--- src/design/nnsagu_pkg.sv ---
`timescale 1ns / 1ps

package nnsagu_pkg;

	localparam int ADDR_WIDTH_DEF = 32;
	localparam int BUS_ADDR_W     = 32;
	localparam int DIM_W          = 16;
	localparam int WORD_W         = 32;
	localparam int FRAC_BITS      = 10;
	localparam logic [WORD_W-1:0] PER_MILLE = 32'd1000;
	localparam logic [WORD_W-1:0] ROUND_UP  = 32'h3FF;
	// ceiling of 2^38 / 1000, exact floor division for any 32-bit dividend
	localparam int RECIP_SHIFT = 38;
	localparam logic [WORD_W-1:0] RECIP_PER_MILLE =
		WORD_W'(((64'd1 << RECIP_SHIFT) + 64'(PER_MILLE) - 64'd1) / 64'(PER_MILLE));

	typedef enum logic {
		OP_START   = 1'b0,
		OP_ADVANCE = 1'b1
	} op_t;

	typedef struct packed {
		op_t                   operation;
		logic [BUS_ADDR_W-1:0] src_base;
		logic [BUS_ADDR_W-1:0] dst_base;
		logic [DIM_W-1:0]      source_width;
		logic [DIM_W-1:0]      source_height;
		logic [DIM_W-1:0]      horiz_scale;
		logic [DIM_W-1:0]      vert_scale;
		logic [DIM_W-1:0]      rect_left;
		logic [DIM_W-1:0]      rect_top;
		logic [DIM_W-1:0]      rect_cols;
		logic [DIM_W-1:0]      rect_rows;
	} req_item_t;

	typedef struct packed {
		logic [BUS_ADDR_W-1:0] read_addr;
		logic [BUS_ADDR_W-1:0] write_addr;
		logic                  last_pixel;
	} rsp_item_t;

	typedef enum logic [1:0] {
		DSEL_COLS  = 2'd0,
		DSEL_ROWS  = 2'd1,
		DSEL_CSTEP = 2'd2,
		DSEL_RSTEP = 2'd3
	} div_sel_t;

	typedef struct packed {
		logic     latch_req;
		logic     calc_mul;
		logic     calc_org;
		logic     div_go;
		logic     div_take;
		div_sel_t div_sel;
		logic     commit;
		logic     adv_mul;
		logic     adv_addr;
		logic     load_out;
	} dp_cmd_t;

	typedef struct packed {
		logic job_active;
		logic div_done;
		logic dims_zero;
	} dp_stat_t;

endpackage

--- src/design/nnsagu_ctrl.sv ---
`timescale 1ns / 1ps

module nnsagu_ctrl import nnsagu_pkg::*; (
	input  logic     clk,
	input  logic     arst_n,
	input  logic     req_valid,
	input  op_t      req_op,
	output logic     req_ready,
	input  logic     rsp_ready,
	output logic     rsp_valid,
	output dp_cmd_t  cmd,
	input  dp_stat_t stat
);

	typedef enum logic [11:0] {
		S_IDLE     = 12'b000000000001,
		S_MUL      = 12'b000000000010,
		S_ORG      = 12'b000000000100,
		S_DCOLS    = 12'b000000001000,
		S_DROWS    = 12'b000000010000,
		S_CHECK    = 12'b000000100000,
		S_DCSTEP   = 12'b000001000000,
		S_DRSTEP   = 12'b000010000000,
		S_COMMIT   = 12'b000100000000,
		S_ADV_MUL  = 12'b001000000000,
		S_ADV_ADDR = 12'b010000000000,
		S_ADV_OUT  = 12'b100000000000
	} state_t;

	state_t state_q, state_d;
	logic   div_run_q, div_run_d;
	logic   rsp_valid_q;
	logic   accept;
	logic   out_free;

	assign req_ready = (state_q == S_IDLE);
	assign accept    = req_valid && req_ready;
	assign out_free  = !rsp_valid_q || rsp_ready;

	always_comb begin
		cmd       = '0;
		state_d   = state_q;
		div_run_d = div_run_q;
		case (state_q)
			S_IDLE: begin
				if (accept) begin
					if (req_op == OP_START) begin
						// a start during a running job is dropped
						if (!stat.job_active) begin
							cmd.latch_req = 1'b1;
							state_d       = S_MUL;
						end
					end else if (stat.job_active) begin
						state_d = S_ADV_MUL;
					end
				end
			end
			S_MUL: begin
				cmd.calc_mul = 1'b1;
				state_d      = S_ORG;
			end
			S_ORG: begin
				cmd.calc_org = 1'b1;
				state_d      = S_DCOLS;
			end
			S_DCOLS: begin
				// destination size by reciprocal multiply
				cmd.div_sel  = DSEL_COLS;
				cmd.div_take = 1'b1;
				state_d      = S_DROWS;
			end
			S_DROWS: begin
				cmd.div_sel  = DSEL_ROWS;
				cmd.div_take = 1'b1;
				state_d      = S_CHECK;
			end
			S_DCSTEP, S_DRSTEP: begin
				cmd.div_sel = (state_q == S_DCSTEP) ? DSEL_CSTEP : DSEL_RSTEP;
				if (!div_run_q) begin
					cmd.div_go = 1'b1;
					div_run_d  = 1'b1;
				end else if (stat.div_done) begin
					cmd.div_take = 1'b1;
					div_run_d    = 1'b0;
					state_d      = (state_q == S_DCSTEP) ? S_DRSTEP : S_COMMIT;
				end
			end
			S_CHECK: begin
				// empty destination: the job never starts
				state_d = stat.dims_zero ? S_IDLE : S_DCSTEP;
			end
			S_COMMIT: begin
				cmd.commit = 1'b1;
				state_d    = S_IDLE;
			end
			S_ADV_MUL: begin
				cmd.adv_mul = 1'b1;
				state_d     = S_ADV_ADDR;
			end
			S_ADV_ADDR: begin
				cmd.adv_addr = 1'b1;
				state_d      = S_ADV_OUT;
			end
			S_ADV_OUT: begin
				if (out_free) begin
					cmd.load_out = 1'b1;
					state_d      = S_IDLE;
				end
			end
			default: begin
				state_d   = S_IDLE;
				div_run_d = 1'b0;
			end
		endcase
	end

	always_ff @(posedge clk or negedge arst_n) begin
		if (!arst_n) begin
			state_q     <= S_IDLE;
			div_run_q   <= 1'b0;
			rsp_valid_q <= 1'b0;
		end else begin
			state_q   <= state_d;
			div_run_q <= div_run_d;
			if (cmd.load_out) begin
				rsp_valid_q <= 1'b1;
			end else if (rsp_ready) begin
				rsp_valid_q <= 1'b0;
			end
		end
	end

	assign rsp_valid = rsp_valid_q;

endmodule

--- config.mk ---
export PLATFORM = sky130hd
export DESIGN_NAME = nnsagu_ctrl
export DESIGN_NICKNAME = d
export VERILOG_FILES = /design/src/design/nnsagu_pkg.sv /design/src/design/nnsagu_ctrl.sv
export SDC_FILE = /design/constraint.sdc
export NUM_CORES = 1
export LEC_CHECK = 0
export BUFFER_PORTS_ARGS = -buffer_cell sky130_fd_sc_hd__buf_2
export CORE_ASPECT_RATIO = 0.8
export CORE_MARGIN = 3
export CORE_UTILIZATION = 52
export CTS_CLUSTER_SIZE = 20
export DETAILED_ROUTE_END_ITERATION = 12
export PLACE_DENSITY = 0.77
export SLEW_MARGIN = 0
export SYNTH_ARGS = -nofsm -noshare
export SYNTH_HDL_FRONTEND = slang
export SYNTH_SLANG_ARGS = --single-unit
--- constraint.sdc ---
create_clock -name clk -period 2.2 [get_ports clk]
set_clock_uncertainty 0.2 [all_clocks]
set_input_delay 0.33 -clock clk [delete_from_list [all_inputs] [get_ports clk]]
set_output_delay 0.33 -clock clk [all_outputs]
set_load 0.005 [all_outputs]
Word-level counts from Yosys, hierarchy flattened
Index checks and enable logic that the tools add are counted.

Bits in registers: 14. Input bits: 8. Output and inout bits: 13. Logic and storage cells: 60.

Equal/unequal tests: 18. Multiplexer cells: 32. Reduce and logical (&&, ||, !) cells: 7.

Operators by type and width (number): 12-bit one-hot mux with 10 select lines (1); 12-bit 2-to-1 mux (7); 1-bit 2-to-1 mux (20); 12-bit by 1-bit == test with 1-bit output, second input constant (1); 12-bit by 10-bit == test with 1-bit output, second input constant (1); 12-bit by 11-bit == test with 1-bit output, second input constant (1); 12-bit == test, second input constant (1); 12-bit by 2-bit == test with 1-bit output, second input constant (1); 12-bit by 3-bit == test with 1-bit output, second input constant (1); 12-bit by 4-bit == test with 1-bit output, second input constant (1); 12-bit by 5-bit == test with 1-bit output, second input constant (1); 12-bit by 6-bit == test with 1-bit output, second input constant (1); 12-bit by 7-bit == test with 1-bit output, second input constant (1); 12-bit by 8-bit == test with 1-bit output, second input constant (1); 12-bit by 9-bit == test with 1-bit output, second input constant (1); 10-bit OR reduction (1); 9-bit 2-to-1 mux (1); 3-bit one-hot mux with 3 select lines (1); 7-bit 2-to-1 mux (1); 2-bit inequality test, second input constant (3); 6-bit AND reduction (1); 3-bit by 2-bit inequality test with 1-bit output, second input constant (1); 3-bit inequality test, second input constant (1); 2-bit by 1-bit inequality test with 1-bit output, second input constant (1); other kinds (6) (6).

Longest topological paths before layout
Gate-level depths: netlist (run 1).

Word-level depth: 5. Depth in mapped cells: 7. Gate-level depth less buffers: 5.

Worst setup path after synthesis (run 1)
OpenSTA, ideal clock, no wires.

Path kind: register to output. From: register state_q[8]. To: output port cmd[6] (netlist name). Data arrival time: 1.520 ns. Required time: 1.670 ns. Setup slack: 0.150 ns. Stages on the path, launching flop included: 7. Path buffers: 1. Cell sequence: dfrtp_1 > buf_6 > nor4_4 > nand2_1 > or2_4 > nor3b_4 > a311o_1.

RTL lines: start, declared (line nnsagu_ctrl.sv:30) `state_t state_q, state_d;`; start signal, assigned (line nnsagu_ctrl.sv:123) `state_q <= state_d;`; end, declared (line nnsagu_ctrl.sv:11) `output dp_cmd_t cmd,`.

==> reports/results.md, run 1 <==
| Group | Item | This run |
|---|---|---|
| route | Top layer used by detailed routing | met4 |
| flow run | Max-cap violations | 0 |
| logic synthesis | Most frequently used cell type in the post-synthesis netlist | sky130_fd_sc_hd__dfrtp_1 |
| layout | Fin nets | 156 |
| global routing | Total routing resource utilization after global routing | 0.2591 |
| timing | Smallest setup slack after layout | -221.5 ps |
| setup path | CP startpoint kind | register |
| timing | Worst hold slack after final layout | 48.99 ps |
| logic synthesis | Post-synthesis instance area | 940.9 µm² |
| route | Count of unresolved DRC violations after routing | 0 |
| logic synthesis | Syn Area/Cell | 9.801 µm² |
| run status | Failing checks | setup timing |
| place | Number of buffers added on ports | 20 |
| global routing | Maximum number of pins on one net before global-route repair | 15 |
| clock network | Root Driver | sky130_fd_sc_hd__clkbuf_4 |
| layout | Antenna Diode Count | 0 |
| timing | Slew at the pin closest to its max-slew limit | 383.1 ps |
| clock network | Number of sinks on the clock net | 14 |
| logic synthesis | Top cells by area in the synthesized netlist | sky130_fd_sc_hd__dfrtp_1 (35%), sky130_fd_sc_hd__nor4_4 (4.5%), sky130_fd_sc_hd__nand2_1 (4.4%), sky130_fd_sc_hd__nor2_1 (4.0%), sky130_fd_sc_hd__nor2b_1 (3.3%) |
| floorplanning | Number of rows in the core area | 13 |
| floorplanning | Die Y | 44.05 µm |
| logic synthesis | Compound-Gate Fraction of Synth Area | 0.1476 |
| timing | Final Slew Violations | 0 |
| logic synthesis | Post-synthesis mux area share | 0 |
| logic synthesis | Yosys reg bits | 14 |
| global routing | Final global-route overflow total | 0 |
| floorplanning | Effective utilization at floorplan | 0.5671 |
| logic synthesis | Share of the synthesized area in the top cell type | 0.3457 |
| route | Initial drt markers | 59 |
| logic synthesis | Synthesized Nets | 104 |
| logic synthesis | Flip-flop cell with the highest count after synthesis | sky130_fd_sc_hd__dfrtp_1 |
| clock network | Number of buffers between clock root and the deepest sink | 2 |
| route | Post-Route WL | 3038 µm |
| timing | Post-layout min period | 2422 ps |
| timing | Relative slew slack | 0.7441 |
| timing | Endpoints failing hold | 0 |
| clock network | Clock slew seen by the registers of the worst setup and hold paths | 90 ps |
| global routing | Global-route wire length before repair | 4278 µm |
| logic synthesis | Warnings from Yosys | 0 |
| route | Met1 WL | 1229 µm |
| route | Routed WL per cell | 17.98 µm |
| route | Met3 routed wirelength | 237 µm |
| logic synthesis | Post-synthesis share of cell area spent on and, or, nand and nor gates | 0.4029 |
| place | Post-DP HPWL | 1765 µm |
| setup path | CP max-delay cell | sky130_fd_sc_hd__dfstp_2 |
| pwr | Total chip power | 1.612 mW |
| clock network | H-tree depth reported by CTS | 1 |
| logic synthesis | Fraction of registers with async set or reset after synthesis | 1.000 |
| setup path | CP delay by family, top | flip-flops |
| global routing | Number of global-route vias before repair | 940 |
| timing | Final worst-path cycle share | 1.101 |
| logic synthesis | Register area share after synthesis | 0.3737 |
| setup path | Nature of the critical path endpoint | output port |
| hold path | Type of the worst min-delay path | primary input to register |
| logic synthesis | Commonest cells in the netlist | sky130_fd_sc_hd__dfrtp_1 (13), sky130_fd_sc_hd__nand2_1 (11), sky130_fd_sc_hd__nor2_1 (10), sky130_fd_sc_hd__nor2b_1 (5), sky130_fd_sc_hd__o21ai_0 (4) |
| pwr | Static Leak | 0.6749 nW |
| timing | Unrepaired setup endpoints after global routing | yes |
| pwr | Peak ir drop on the vdd network | 826.0 µV |
| setup path | Required time of the critical path | 1670 ps |
| layout | Final cell utilization of the core | 0.8484 |
| timing | Highest attainable clock frequency | 0.4130 GHz |
| logic synthesis | Number of library cell types mapped by synthesis | 42 |
| route | Routed wire length on met2 | 1534 µm |
| route | Routed vias/inst | 6.118 |
| route | First-pass detailed-route iteration total | 4 |
| logic synthesis | Cell type with the largest total area after synthesis | sky130_fd_sc_hd__dfrtp_1 |
| global routing | Initial antenna violation count | 0 |
| layout | Layout Area Growth over Synthesis | 49.60% |
| route | Antenna Nets Post-Route | 0 |
| setup path | Slowest stage delay, CP | 610 ps |
| floorplanning | Count of pins on the block boundary | 21 |
| timing | # setup viols final | 9 |
| setup path | Critical-path maximum fanout | 5 |
| floorplanning | Standard cell core area | 0.001659 mm² |
| logic synthesis | Number of cells produced by synthesis | 96 |
| setup path | Crit-path cells | nor4_4 > buf_4 > and2_4 > nand3_4 > inv_2 > a311o_1 > buf_2 |
| logic synthesis | Main combinational cell family by area after synthesis | simple AND/OR/NAND/NOR gates |
| setup path | Buffers and inverters on the worst path | 3 |
| setup path | Launch instance of the worst register-to-register path | state_q[11]$_DFFE_PN0P_ |
| floorplanning | Floorplan die area | 0.002359 mm² |
| pwr | PD cells | 1145 mW/mm² |
| clock network | Number of buffers created by CTS | 3 |
| setup path | Worst Setup Path Type | register to output port |
| run status | Status | finished, violations left |
| floorplanning | Die Wd | 53.56 µm |
| setup path | Setup crit start | state_q[0]$_DFFE_PN1P_ |
| clock network | Clock tree from TritonCTS | built |
| place | Final RePlAce weighted congestion | 0.8868 |
| route | Via count | 1,034 |
| hold path | Hold path startpoint | stat[0] |
| logic synthesis | Count of flip-flops with a built-in enable after synthesis | 0 |
| logic synthesis | Synthesized-area fraction occupied by adder cells | 0 |
| layout | Proportion of layout cells with a drive suffix above 1 | 0.5306 |
| logic synthesis | Xor-xnor portion of the synthesized cell area | 0.03723 |
| clock network | Insertion delay of the later-clocked pin in the worst-skew pair | 290 ps |
| setup path | Arrival time at the worst endpoint | 1890 ps |
| layout | Fill cell total of the finished layout | 87 |
[path summary, 6_finish.rpt]
path	end	cells after the start	slack (ps)
max	cmd[6]	7	-220
min	state_q[6]$_DFFE_PN0P_	2	50
max reg2reg	state_q[0]$_DFFE_PN1P_	9	100
min reg2reg	div_run_q$_DFFE_PN0N_	2	410
max in group asynchronous	state_q[0]$_DFFE_PN1P_	2	1230
min in group asynchronous	div_run_q$_DFFE_PN0N_	2	270
[stage by stage]
| step | instances | area (µm²) | worst slack, ps | TNS, ps |
|---|---|---|---|---|
| 6_report | 169 | 1408 | -221.5 | -1045 |
| 2_1_floorplan | 96 | 940.9 | 150.0 | 0 |
| 3_5_place_dp | 148 | 1145 | 89.70 | 0 |
| 4_1_cts | 166 | 1343 | -155.7 | -600.6 |
| 3_3_place_gp | 148 | 1145 | 150.1 | 0 |
| 5_1_grt | 169 | 1408 | -333.6 | -2231 |
[cell usage in the layout, fill, tap and decap left out, types with 2 or more instances in the layout]
cell                       Yosys  routed
sky130_fd_sc_hd__dfrtp_1      13      12
sky130_fd_sc_hd__inv_2         2       3
sky130_fd_sc_hd__o31ai_1       2       2
sky130_fd_sc_hd__buf_2         2      19
sky130_fd_sc_hd__nand4_1       2       2
sky130_fd_sc_hd__nor4_1        3       2
sky130_fd_sc_hd__clkbuf_4      0       3
sky130_fd_sc_hd__nor4_4        2       4
sky130_fd_sc_hd__nand2_1      11      10
sky130_fd_sc_hd__nor2b_1       5       5
sky130_fd_sc_hd__xnor2_1       3       3
sky130_fd_sc_hd__buf_4         0      26
sky130_fd_sc_hd__or2_4         1       2
sky130_fd_sc_hd__nand3_1       2       2
sky130_fd_sc_hd__nand4b_1      2       2
sky130_fd_sc_hd__nor2_1       10       9
sky130_fd_sc_hd__buf_6         1       4
sky130_fd_sc_hd__o21ai_0       4       4
sky130_fd_sc_hd__nor4b_2       1       2
[flip-flops by register name, summed over array words and instances (netlist names)]
signal / count
rsp_valid: 1
state_q: 12
div_run_q: 1
[where the power goes]
part	switching (mW)	internal [mW]	leakage, nW	total, mW
sequential	0.0558	0.301	0.189	0.356
combinational	0.502	0.564	0.465	1.07
clock	0.0888	0.101	0.0210	0.190
[area by class of cell]
cell class | count | area (µm²) | area share
multi-input cells | 75 | 630.6 | 0.4480
well taps | 22 | 27.53 | 0.01956
repair buffers | 50 | 345.3 | 0.2453
clock buffers | 4 | 36.28 | 0.02578
flip-flops and latches | 14 | 352.8 | 0.2507
inverters | 4 | 15.01 | 0.01067
[cell families after synthesis]
kind of cell | Yosys count
AOI/OAI and AO/OA | 15
xor gates and xnor gates | 4
buffers and inverters | 7
DFF | 14
and+or+nand+nor | 56
[metal layers]
metal / GRT usage / up-vias
met3: 0.07071 / 6
met2: 0.4645 / 71
met5: 0 / -
met1: 0.3015 / 499
li1: - / 458
met4: 0.07143 / 0
[what timing repair did]
action,CTS,global route
pin swaps,5,7
endpoints found under the setup margin,10,13
gates resized for setup,12,8
hold buffers,1,0
buffers inserted,13,3
hold endpoints to repair,13,0
Power figures use the tool's default switching activity.
==> run 2, diff against run 1 <==
==> constraint.sdc (replaced) <==
create_clock -name clk -period 2.2 [get_ports clk]
set_clock_uncertainty 0.2 [all_clocks]
set_input_delay 0.33 -clock clk [delete_from_list [all_inputs] [get_ports clk]]
set_output_delay 0.33 -clock clk [all_outputs]
set_load 0.1 [all_outputs]
==> run 2 against run 1 <==
The run now fails in clock tree synthesis (4_1_cts). Area after synthesis stayed put. Synthesized cell count stayed put.
==> reports/results.md, run 2 <==
| Group | Item | This run | Delta |
|---|---|---|---|
| logic synthesis | Count of flip-flops with a built-in enable after synthesis | 0 | unchanged |
| clock network | Number of sinks on the clock net | 14 | unchanged |
| logic synthesis | Flip-flop cell with the highest count after synthesis | sky130_fd_sc_hd__dfrtp_1 |  |
| clock network | Number of buffers created by CTS | 3 | unchanged |
| clock network | H-tree depth reported by CTS | 1 | unchanged |
| run status | Stop Error | [ERROR DPL-0038] Utilization greater than 100%, impossible to legalize |  |
| logic synthesis | Register area share after synthesis | 0.3737 | unchanged |
| clock network | Post-CTS Hold Fix Bufs | 1 | unchanged |
| logic synthesis | Top cells by area in the synthesized netlist | sky130_fd_sc_hd__dfrtp_1 (35%), sky130_fd_sc_hd__nor4_4 (4.5%), sky130_fd_sc_hd__nand2_1 (4.4%), sky130_fd_sc_hd__nor2_1 (4.0%), sky130_fd_sc_hd__nor2b_1 (3.3%) |  |
| logic synthesis | Syn Area/Cell | 9.801 µm² | unchanged |
| logic synthesis | Post-synthesis instance area | 940.9 µm² | unchanged |
| logic synthesis | Commonest cells in the netlist | sky130_fd_sc_hd__dfrtp_1 (13), sky130_fd_sc_hd__nand2_1 (11), sky130_fd_sc_hd__nor2_1 (10), sky130_fd_sc_hd__nor2b_1 (5), sky130_fd_sc_hd__o21ai_0 (4) |  |
| clock network | Number of buffers between clock root and the deepest sink | 2 | unchanged |
| logic synthesis | Synthesized Nets | 104 | unchanged |
| floorplanning | Die Y | 44.05 µm | unchanged |
| clock network | Number of cells upsized or downsized after cts | 19 | +7 |
| clock network | Buffers inserted by post-CTS timing repair | 18 | +5 |
| run status | Status | stopped before the end |  |
| logic synthesis | Share of the synthesized area in the top cell type | 0.3457 | unchanged |
| logic synthesis | Fraction of registers with async set or reset after synthesis | 1.000 | unchanged |
| place | Post-DP HPWL | 2188 µm | +24% |
| run status | Last stage reached | clock tree synthesis (4_1_cts) |  |
| floorplanning | Effective utilization at floorplan | 0.5671 | unchanged |
| place | Final RePlAce weighted congestion | 0.8791 | -0.87% |
| place | Number of buffers added on ports | 20 | unchanged |
| logic synthesis | Yosys reg bits | 14 | unchanged |
| logic synthesis | Warnings from Yosys | 0 | unchanged |
| clock network | Root Driver | sky130_fd_sc_hd__clkbuf_4 |  |
| floorplanning | Die Wd | 53.56 µm | unchanged |
| logic synthesis | Most frequently used cell type in the post-synthesis netlist | sky130_fd_sc_hd__dfrtp_1 |  |
| logic synthesis | Number of cells produced by synthesis | 96 | unchanged |
| floorplanning | Count of pins on the block boundary | 21 | unchanged |
| floorplanning | Number of rows in the core area | 13 | unchanged |
| logic synthesis | Cell type with the largest total area after synthesis | sky130_fd_sc_hd__dfrtp_1 |  |
| logic synthesis | Number of library cell types mapped by synthesis | 42 | unchanged |
-- run 2: cells by family after synthesis --
logic type / after synthesis / synth area share
xor+xnor: 4 / 0.03724
simple gates: 56 / 0.4029
compound gates: 15 / 0.1476
buf+inv: 7 / 0.03857
flops: 14 / 0.3737
-- run 2: per-stage QoR --
stage	std cells	util	setup slack, ps	instance area (µm²)	setup TNS [ps]
floorplan	96	-	-641.2	1064	-3397
global placement	152	0.8869	5.443	1471	0
detailed placement	152	0.8869	-44.29	1471	-71.74
==> run 3, diff against run 2 <==
--- a/config.mk
+++ b/config.mk
@@ -6,12 +6,10 @@
 export NUM_CORES = 1
 export LEC_CHECK = 0
 export BUFFER_PORTS_ARGS = -buffer_cell sky130_fd_sc_hd__buf_2
-export CORE_ASPECT_RATIO = 0.8
-export CORE_MARGIN = 3
-export CORE_UTILIZATION = 52
-export CTS_CLUSTER_SIZE = 20
+export CORE_AREA = 3 3 64 66
 export DETAILED_ROUTE_END_ITERATION = 12
-export PLACE_DENSITY = 0.77
+export DIE_AREA = 0 0 67 69
+export PLACE_DENSITY_LB_ADDON = 0.15
 export SLEW_MARGIN = 0
 export SYNTH_ARGS = -nofsm -noshare
 export SYNTH_HDL_FRONTEND = slang
==> run 3 against run 2 <==
The flow now finishes, with violations (setup timing).
==> reports/results.md, run 3 (synthesis gave the netlist of run 1 again) <==
| Group | Item | This run | Delta |
|---|---|---|---|
| run status | Status | finished, violations left |  |
| run status | Failing checks | setup timing |  |
| layout | Fill cell total of the finished layout | 357 |  |
| floorplanning | Number of rows in the core area | 22 | +9 |
| layout | Cell area after layout | 0.001763 mm² |  |
| pwr | Total chip power | 2.035 mW |  |
| timing | # setup viols final | 12 |  |
| pwr | PD cells | 1154 mW/mm² |  |
| global routing | Total routing resource utilization after global routing | 0.1268 |  |
| global routing | Maximum number of pins on one net before global-route repair | 15 |  |
| clock network | Number of sinks on the clock net | 14 | unchanged |
| layout | Flip-flop count of the largest register, all copies and words added | 12 |  |
| timing | Total negative setup slack | -2244 ps |  |
| floorplanning | Effective utilization at floorplan | 0.2590 | -0.3082 |
| setup path | Number of cell instances on the worst register-to-register path | 9 |  |
| global routing | Initial antenna violation count | 0 |  |
| timing | Unrepaired setup endpoints after global routing | yes |  |
| layout | Proportion of layout cells with a drive suffix above 1 | 0.5779 |  |
| pwr | Peak ir drop on the vdd network | 1267 µV |  |
| floorplanning | Die Wd | 67 µm | +25% |
| route | First-pass detailed-route iteration total | 4 |  |
| route | Antenna Nets Post-Route | 0 |  |
| timing | Post-layout min period | 2515 ps |  |
| place | Post-DP HPWL | 2048 µm | -6.4% |
| route | Initial drt markers | 28 |  |
| route | Post-Route WL | 2712 µm |  |
| layout | Final cell utilization of the core | 0.4852 |  |
| timing | Slew at the pin closest to its max-slew limit | 484.1 ps |  |
| hold path | Hold path startpoint | stat[0] |  |
| floorplanning | Floorplan die area | 0.004623 mm² |  |
| setup path | Endpoint of the worst register-to-register path | state_q[0]$_DFFE_PN1P_ |  |
| layout | Commonest non-fill, non-tap cells in the layout | sky130_fd_sc_hd__buf_4 (28), sky130_fd_sc_hd__dfrtp_1 (12), sky130_fd_sc_hd__buf_12 (12) |  |
| hold path | Type of the worst min-delay path | primary input to register |  |
| timing | Final Slew Violations | 0 |  |
| global routing | Final global-route overflow total | 0 |  |
| timing | Highest attainable clock frequency | 0.3977 GHz |  |
| layout | Most common cell after layout, fill and taps aside | sky130_fd_sc_hd__buf_4 |  |
| timing | Final worst-path cycle share | 1.143 |  |
| timing | Smallest setup slack after layout | -314.5 ps |  |
| setup path | CP startpoint kind | register |  |
| layout | Area occupied by multi-input gates | 688.2 µm² |  |
| floorplanning | Count of pins on the block boundary | 21 | unchanged |
| clock network | Clock slew seen by the registers of the worst setup and hold paths | 60 ps |  |
| place | Cell count after placement | 183 | +20% |
| clock network | Insertion delay of the later-clocked pin in the worst-skew pair | 240 ps |  |
| setup path | Arrival time at the worst endpoint | 1980 ps |  |
| setup path | Required time of the critical path | 1670 ps |  |
| floorplanning | Die Y | 69 µm | +57% |
| setup path | Worst R2R Setup Slack | 0 ps |  |
| pwr | Static Leak | 0.7479 nW |  |
| layout | Largest register by flop count | state_q |  |
| floorplanning | Standard cell core area | 0.003633 mm² |  |
| hold path | Hold Path End | state_q[6]$_DFFE_PN0P_ |  |
| place | Final RePlAce weighted congestion | 0.8068 | -8.2% |
| route | Count of unresolved DRC violations after routing | 0 |  |
| timing | Worst hold slack after final layout | 89.83 ps |  |
| hold path | Worst hold path cell count | 2 |  |
| place | Placed standard-cell area | 0.001541 mm² | +4.8% |
| layout | FF/Latch Area | 352.8 µm² |  |
| clock network | Clock tree from TritonCTS | built |  |
| route | Via count | 943 |  |
| setup path | Worst Setup Path Type | register to output port |  |
| setup path | Critical-path maximum fanout | 4 |  |
| setup path | Launch instance of the worst register-to-register path | state_q[5]$_DFFE_PN0P_ |  |
| clock network | Number of buffers created by CTS | 3 | unchanged |
| place | Worst slack at placement | -43.05 ps | +1.234 ps |
| clock network | Number of buffers between clock root and the deepest sink | 2 | unchanged |
| layout | Antenna Diode Count | 0 |  |
| layout | Count of non-filler cells in the finished layout | 202 |  |
| timing | Endpoints failing hold | 0 |  |
| clock network | Root Driver | sky130_fd_sc_hd__clkbuf_8 |  |
| layout | Fin nets | 163 |  |
| flow run | Max-cap violations | 0 |  |
| place | Number of buffers added on ports | 20 | unchanged |
| global routing | Global-route wire length before repair | 4457 µm |  |
| setup path | Nature of the critical path endpoint | output port |  |
| route | Routed vias/inst | 4.668 |  |
| global routing | Number of global-route vias before repair | 912 |  |
| clock network | H-tree depth reported by CTS | 1 | unchanged |
| route | Routed WL per cell | 13.43 µm |  |
| layout | Layout Area Growth over Synthesis | 87.37% |  |
| timing | Relative slew slack | 0.6795 |  |
==> run 3: timing repair <==
action / 4_1_cts / 5_1_grt
hold buffers: 1 / 0
setup endpoints to repair: 12 / 15
resized for setup: 9 / 9
pin swaps: 5 / 11
setup buffers: 8 / 9
hold endpoints to repair: 13 / 0
==> run 3: metal layers <==
layer / up-vias / routed length (µm) / global-route usage
met1: 444 / 1211 / 0.1769
li1: 470 / - / -
met4: 0 / 17 / 0.03378
met2: 27 / 1351 / 0.1943
met5: - / 0 / 0
met3: 2 / 133 / 0.02932
==> run 3: report_power, final <==
part / internal [mW] / switching (mW)
Sequential: 0.301 / 0.0463
Combinational: 0.698 / 0.761
Clock: 0.128 / 0.100
Total: 1.13 / 0.908
==> run 3: worst max path at each step <==
stage / startpoint / end / slack (ps) / cells past startpoint
2_1_floorplan: state_q[5]$_DFFE_PN0P_ / cmd[3] / -640 / 4
3_3_place_gp: state_q[5]$_DFFE_PN0P_ / cmd[8] / -50 / 6
3_5_place_dp: state_q[5]$_DFFE_PN0P_ / cmd[8] / -40 / 6
4_1_cts: state_q[5]$_DFFE_PN0P_ / cmd[3] / -310 / 5
5_1_grt: state_q[5]$_DFFE_PN0P_ / cmd[3] / -390 / 5
6_report: state_q[5]$_DFFE_PN0P_ / cmd[3] / -310 / 5
==> run 3: critical path, cell delays in order, from the launching register on <==
cell and delay, ps:
sky130_fd_sc_hd__dfrtp_1 410, sky130_fd_sc_hd__nor4_4 390, sky130_fd_sc_hd__nand2_1 120, sky130_fd_sc_hd__or2_4 280
sky130_fd_sc_hd__nor4b_4 330, sky130_fd_sc_hd__buf_12 210
==> run 3: layout make-up <==
cell class / count / area share
flip-flops and latches: 14 / 0.2001
clock buffers: 4 / 0.02555
multi-input cells: 75 / 0.3903
inverters: 4 / 0.01490
repair buffers: 57 / 0.3350
well taps: 48 / 0.03407
==> run 4, diff against run 3 <==
--- a/config.mk
+++ b/config.mk
@@ -6,9 +6,12 @@
 export NUM_CORES = 1
 export LEC_CHECK = 0
 export BUFFER_PORTS_ARGS = -buffer_cell sky130_fd_sc_hd__buf_2
+export CELL_PAD_IN_SITES_DETAIL_PLACEMENT = 1
+export CELL_PAD_IN_SITES_GLOBAL_PLACEMENT = 2
 export CORE_AREA = 3 3 64 66
 export DETAILED_ROUTE_END_ITERATION = 12
 export DIE_AREA = 0 0 67 69
+export GPL_TIMING_DRIVEN = 0
 export PLACE_DENSITY_LB_ADDON = 0.15
 export SLEW_MARGIN = 0
 export SYNTH_ARGS = -nofsm -noshare
==> run 4 against run 3 <==
The run still ends with setup timing left. Worst hold slack got worse by 5.1 ps. Via count rose by 3.2%. Critical path depth rose by 2. Sequential power rose by 4%. Combinational power rose by 6%. Clock power barely moved. Maximum frequency fell by 3.6%. Non-clock buffer count fell by 1. Critical path type unchanged. Critical endpoint is now cmd[6]. Largest power group unchanged. Highest routed layer unchanged.
==> reports/results.md, run 4 (synthesis gave the netlist of run 1 again) <==
| Group | Item | This run | Delta |
|---|---|---|---|
| route | Post-Route WL | 3075 µm | +13% |
| global routing | Final global-route overflow total | 0 | unchanged |
| route | Routed vias/inst | 4.841 | +3.7% |
| timing | Endpoints failing hold | 0 | unchanged |
| timing | Final worst-path cycle share | 1.186 | +0.04287 |
| global routing | Met2 track demand over resource in global routing | 0.2293 | +0.03493 |
| pwr | Peak ir drop on the vdd network | 1438 µV | +13% |
| timing | Highest attainable clock frequency | 0.3833 GHz | -3.6% |
| timing | Post-layout min period | 2609 ps | +94.32 ps |
| layout | Final cell utilization of the core | 0.4904 | +0.005165 |
| place | Number of buffers added on ports | 20 | unchanged |
| route | First-pass detailed-route iteration total | 4 | unchanged |
| setup path | Worst R2R Setup Slack | 80 ps | +80 ps |
| layout | Most common cell after layout, fill and taps aside | sky130_fd_sc_hd__buf_4 |  |
| clock network | Clock slew seen by the registers of the worst setup and hold paths | 60 ps | about the same |
| route | Routed WL per cell | 15.30 µm | +14% |
| clock network | Number of sinks on the clock net | 14 | unchanged |
| layout | FF/Latch Area | 361.6 µm² | +2.5% |
| global routing | Number of global-route vias before repair | 1,021 | +12% |
| route | Initial drt markers | 56 | +100% |
| place | Cell count after placement | 164 | -10% |
| timing | Relative slew slack | 0.6799 | about the same |
| global routing | Met1 Resource Use GR | 0.1925 | +0.01559 |
| global routing | Global-route layer with the greatest usage | met2 |  |
| layout | Fill cell total of the finished layout | 410 | +15% |
| floorplanning | Effective utilization at floorplan | 0.2590 | unchanged |
| setup path | Nature of the critical path endpoint | output port |  |
| route | Via count | 973 | +3.2% |
| clock network | Number of buffers between clock root and the deepest sink | 2 | unchanged |
| floorplanning | Number of rows in the core area | 22 | unchanged |
| floorplanning | Die Wd | 67 µm | unchanged |
| layout | Antenna Diode Count | 0 | unchanged |
| floorplanning | Die Y | 69 µm | unchanged |
| flow run | Max-cap violations | 0 | unchanged |
| timing | # setup viols final | 11 | -1 |
| timing | Final Slew Violations | 0 | unchanged |
| setup path | Arrival time at the worst endpoint | 2080 ps | +100 ps |
| global routing | Total routing resource utilization after global routing | 0.1448 | +0.01793 |
| timing | Unrepaired setup endpoints after global routing | yes |  |
| global routing | GR Util met3 | 0.01792 | -0.01140 |
| layout | Largest register by flop count | state_q |  |
| layout | Commonest non-fill, non-tap cells in the layout | sky130_fd_sc_hd__buf_4 (25), sky130_fd_sc_hd__buf_6 (12), sky130_fd_sc_hd__buf_12 (10) |  |
| setup path | CP startpoint kind | register |  |
| place | Final RePlAce weighted congestion | 0.7410 | -8.2% |
| pwr | PD cells | 1203 mW/mm² | +4.2% |
| timing | Smallest setup slack after layout | -408.9 ps | -94.32 ps |
| floorplanning | Floorplan die area | 0.004623 mm² | unchanged |
| layout | Proportion of layout cells with a drive suffix above 1 | 0.6275 | +0.04953 |
| global routing | Initial antenna violation count | 0 | unchanged |
| place | Worst slack at placement | -489.0 ps | -445.9 ps |
| pwr | Static Leak | 0.7355 nW | -1.7% |
| clock network | H-tree depth reported by CTS | 1 | unchanged |
| floorplanning | Count of pins on the block boundary | 21 | unchanged |
| setup path | Critical-path maximum fanout | 4 | unchanged |
| floorplanning | Standard cell core area | 0.003633 mm² | unchanged |
| clock network | Number of buffers created by CTS | 3 | unchanged |
| clock network | Clock tree from TritonCTS | built |  |
| layout | Count of non-filler cells in the finished layout | 201 | -0.50% |
| clock network | Insertion delay of the later-clocked pin in the worst-skew pair | 250 ps | about the same |
| route | Count of unresolved DRC violations after routing | 0 | unchanged |
| run status | Failing checks | setup timing |  |
| clock network | Root Driver | sky130_fd_sc_hd__clkbuf_8 |  |
| global routing | Global-route wire length before repair | 5161 µm | +16% |
| timing | Slew at the pin closest to its max-slew limit | 483.4 ps | -0.7256 ps |
| setup path | Required time of the critical path | 1670 ps | about the same |
| place | Post-DP HPWL | 1931 µm | -5.7% |
| layout | Flip-flop count of the largest register, all copies and words added | 12 | unchanged |
| run status | Status | finished, violations left |  |
| layout | Layout Area Growth over Synthesis | 89.36% |  |
| global routing | Maximum number of pins on one net before global-route repair | 15 | unchanged |
| hold path | Type of the worst min-delay path | primary input to register |  |
| layout | Fin nets | 162 | -0.61% |
| setup path | Worst Setup Path Type | register to output port |  |
| route | Antenna Nets Post-Route | 0 | unchanged |
| layout | Area occupied by multi-input gates | 715.7 µm² | +4.0% |
[run 4: cell types whose count changed in the layout (fill, tap and decap cells not counted), sizes merged]
cell  previous run  this run
buf             56        55
[run 4: worst paths after layout]
kind                                             start  depth (start not counted)                endpoint
worst min register to register  state_q[3]$_DFFE_PN0P_                          1  state_q[3]$_DFFE_PN0P_
worst min-delay path                           stat[0]                          2  state_q[6]$_DFFE_PN0P_
max in group asynchronous                       arst_n                          2  state_q[0]$_DFFE_PN1P_
worst max-delay path            state_q[4]$_DFFE_PN0P_                          7                  cmd[6]
min in group asynchronous                       arst_n                          2   rsp_valid$_DFFE_PN0P_
worst max register to register  state_q[4]$_DFFE_PN0P_                          9  state_q[0]$_DFFE_PN1P_
[run 4: routing by layer]
metal / share of wire / up-vias
met5: 0 / -
met2: 0.52 / 19
met3: 0.028 / 5
met1: 0.43 / 483
li1: - / 466
met4: 0.017 / 0
[run 4: layout make-up]
cell class | count | share of cell area
Sequential cell | 14 | 0.2029
Multi-Input combinational cell | 75 | 0.4017
Buffer | 2 | 0.01053
Inverter | 4 | 0.01475
Tap cell | 48 | 0.03371
Clock buffer | 4 | 0.02528
Timing Repair Buffer | 54 | 0.3111
[run 4: timing repair]
item / in CTS / in global routing
endpoints found under the hold margin: 13 / 0
setup buffers: 22 / 11
hold buffers: 1 / 0
pin swaps: 14 / 15
resized for setup: 54 / 17
endpoints found under the setup margin: 12 / 15
[run 4: stage by stage]
stage | instance area (µm²) | hold WS (ps) | power, mW | TNS (ps)
final | 1782 | 84.69 | 2.143 | -2787
after global routing | 1782 | 106.8 | 2.277 | -3826
after CTS | 1645 | 87.49 | 1.927 | -2485
after detailed placement | 1224 | 61.58 | 1.307 | -3273
after global placement | 1224 | 68.09 | 1.298 | -3202
after floorplan | 1064 | -165.6 | 1.149 | -3397
[run 4: where the power goes]
group	switching [mW]	leakage [nW]	internal, mW
clock	0.0998	0.0228	0.129
combinational	0.801	0.535	0.752
sequential	0.0571	0.178	0.304
total	0.958	0.735	1.18
[run 4: worst max-delay path, cell delays in order, from the launching register on]
cell	delay (ps)
sky130_fd_sc_hd__dfrtp_2	430
sky130_fd_sc_hd__nor4_4	290
sky130_fd_sc_hd__buf_6	170
sky130_fd_sc_hd__nand2_4	50
sky130_fd_sc_hd__or2_4	260
sky130_fd_sc_hd__nor3b_4	260
sky130_fd_sc_hd__a311o_2	180
sky130_fd_sc_hd__buf_12	170
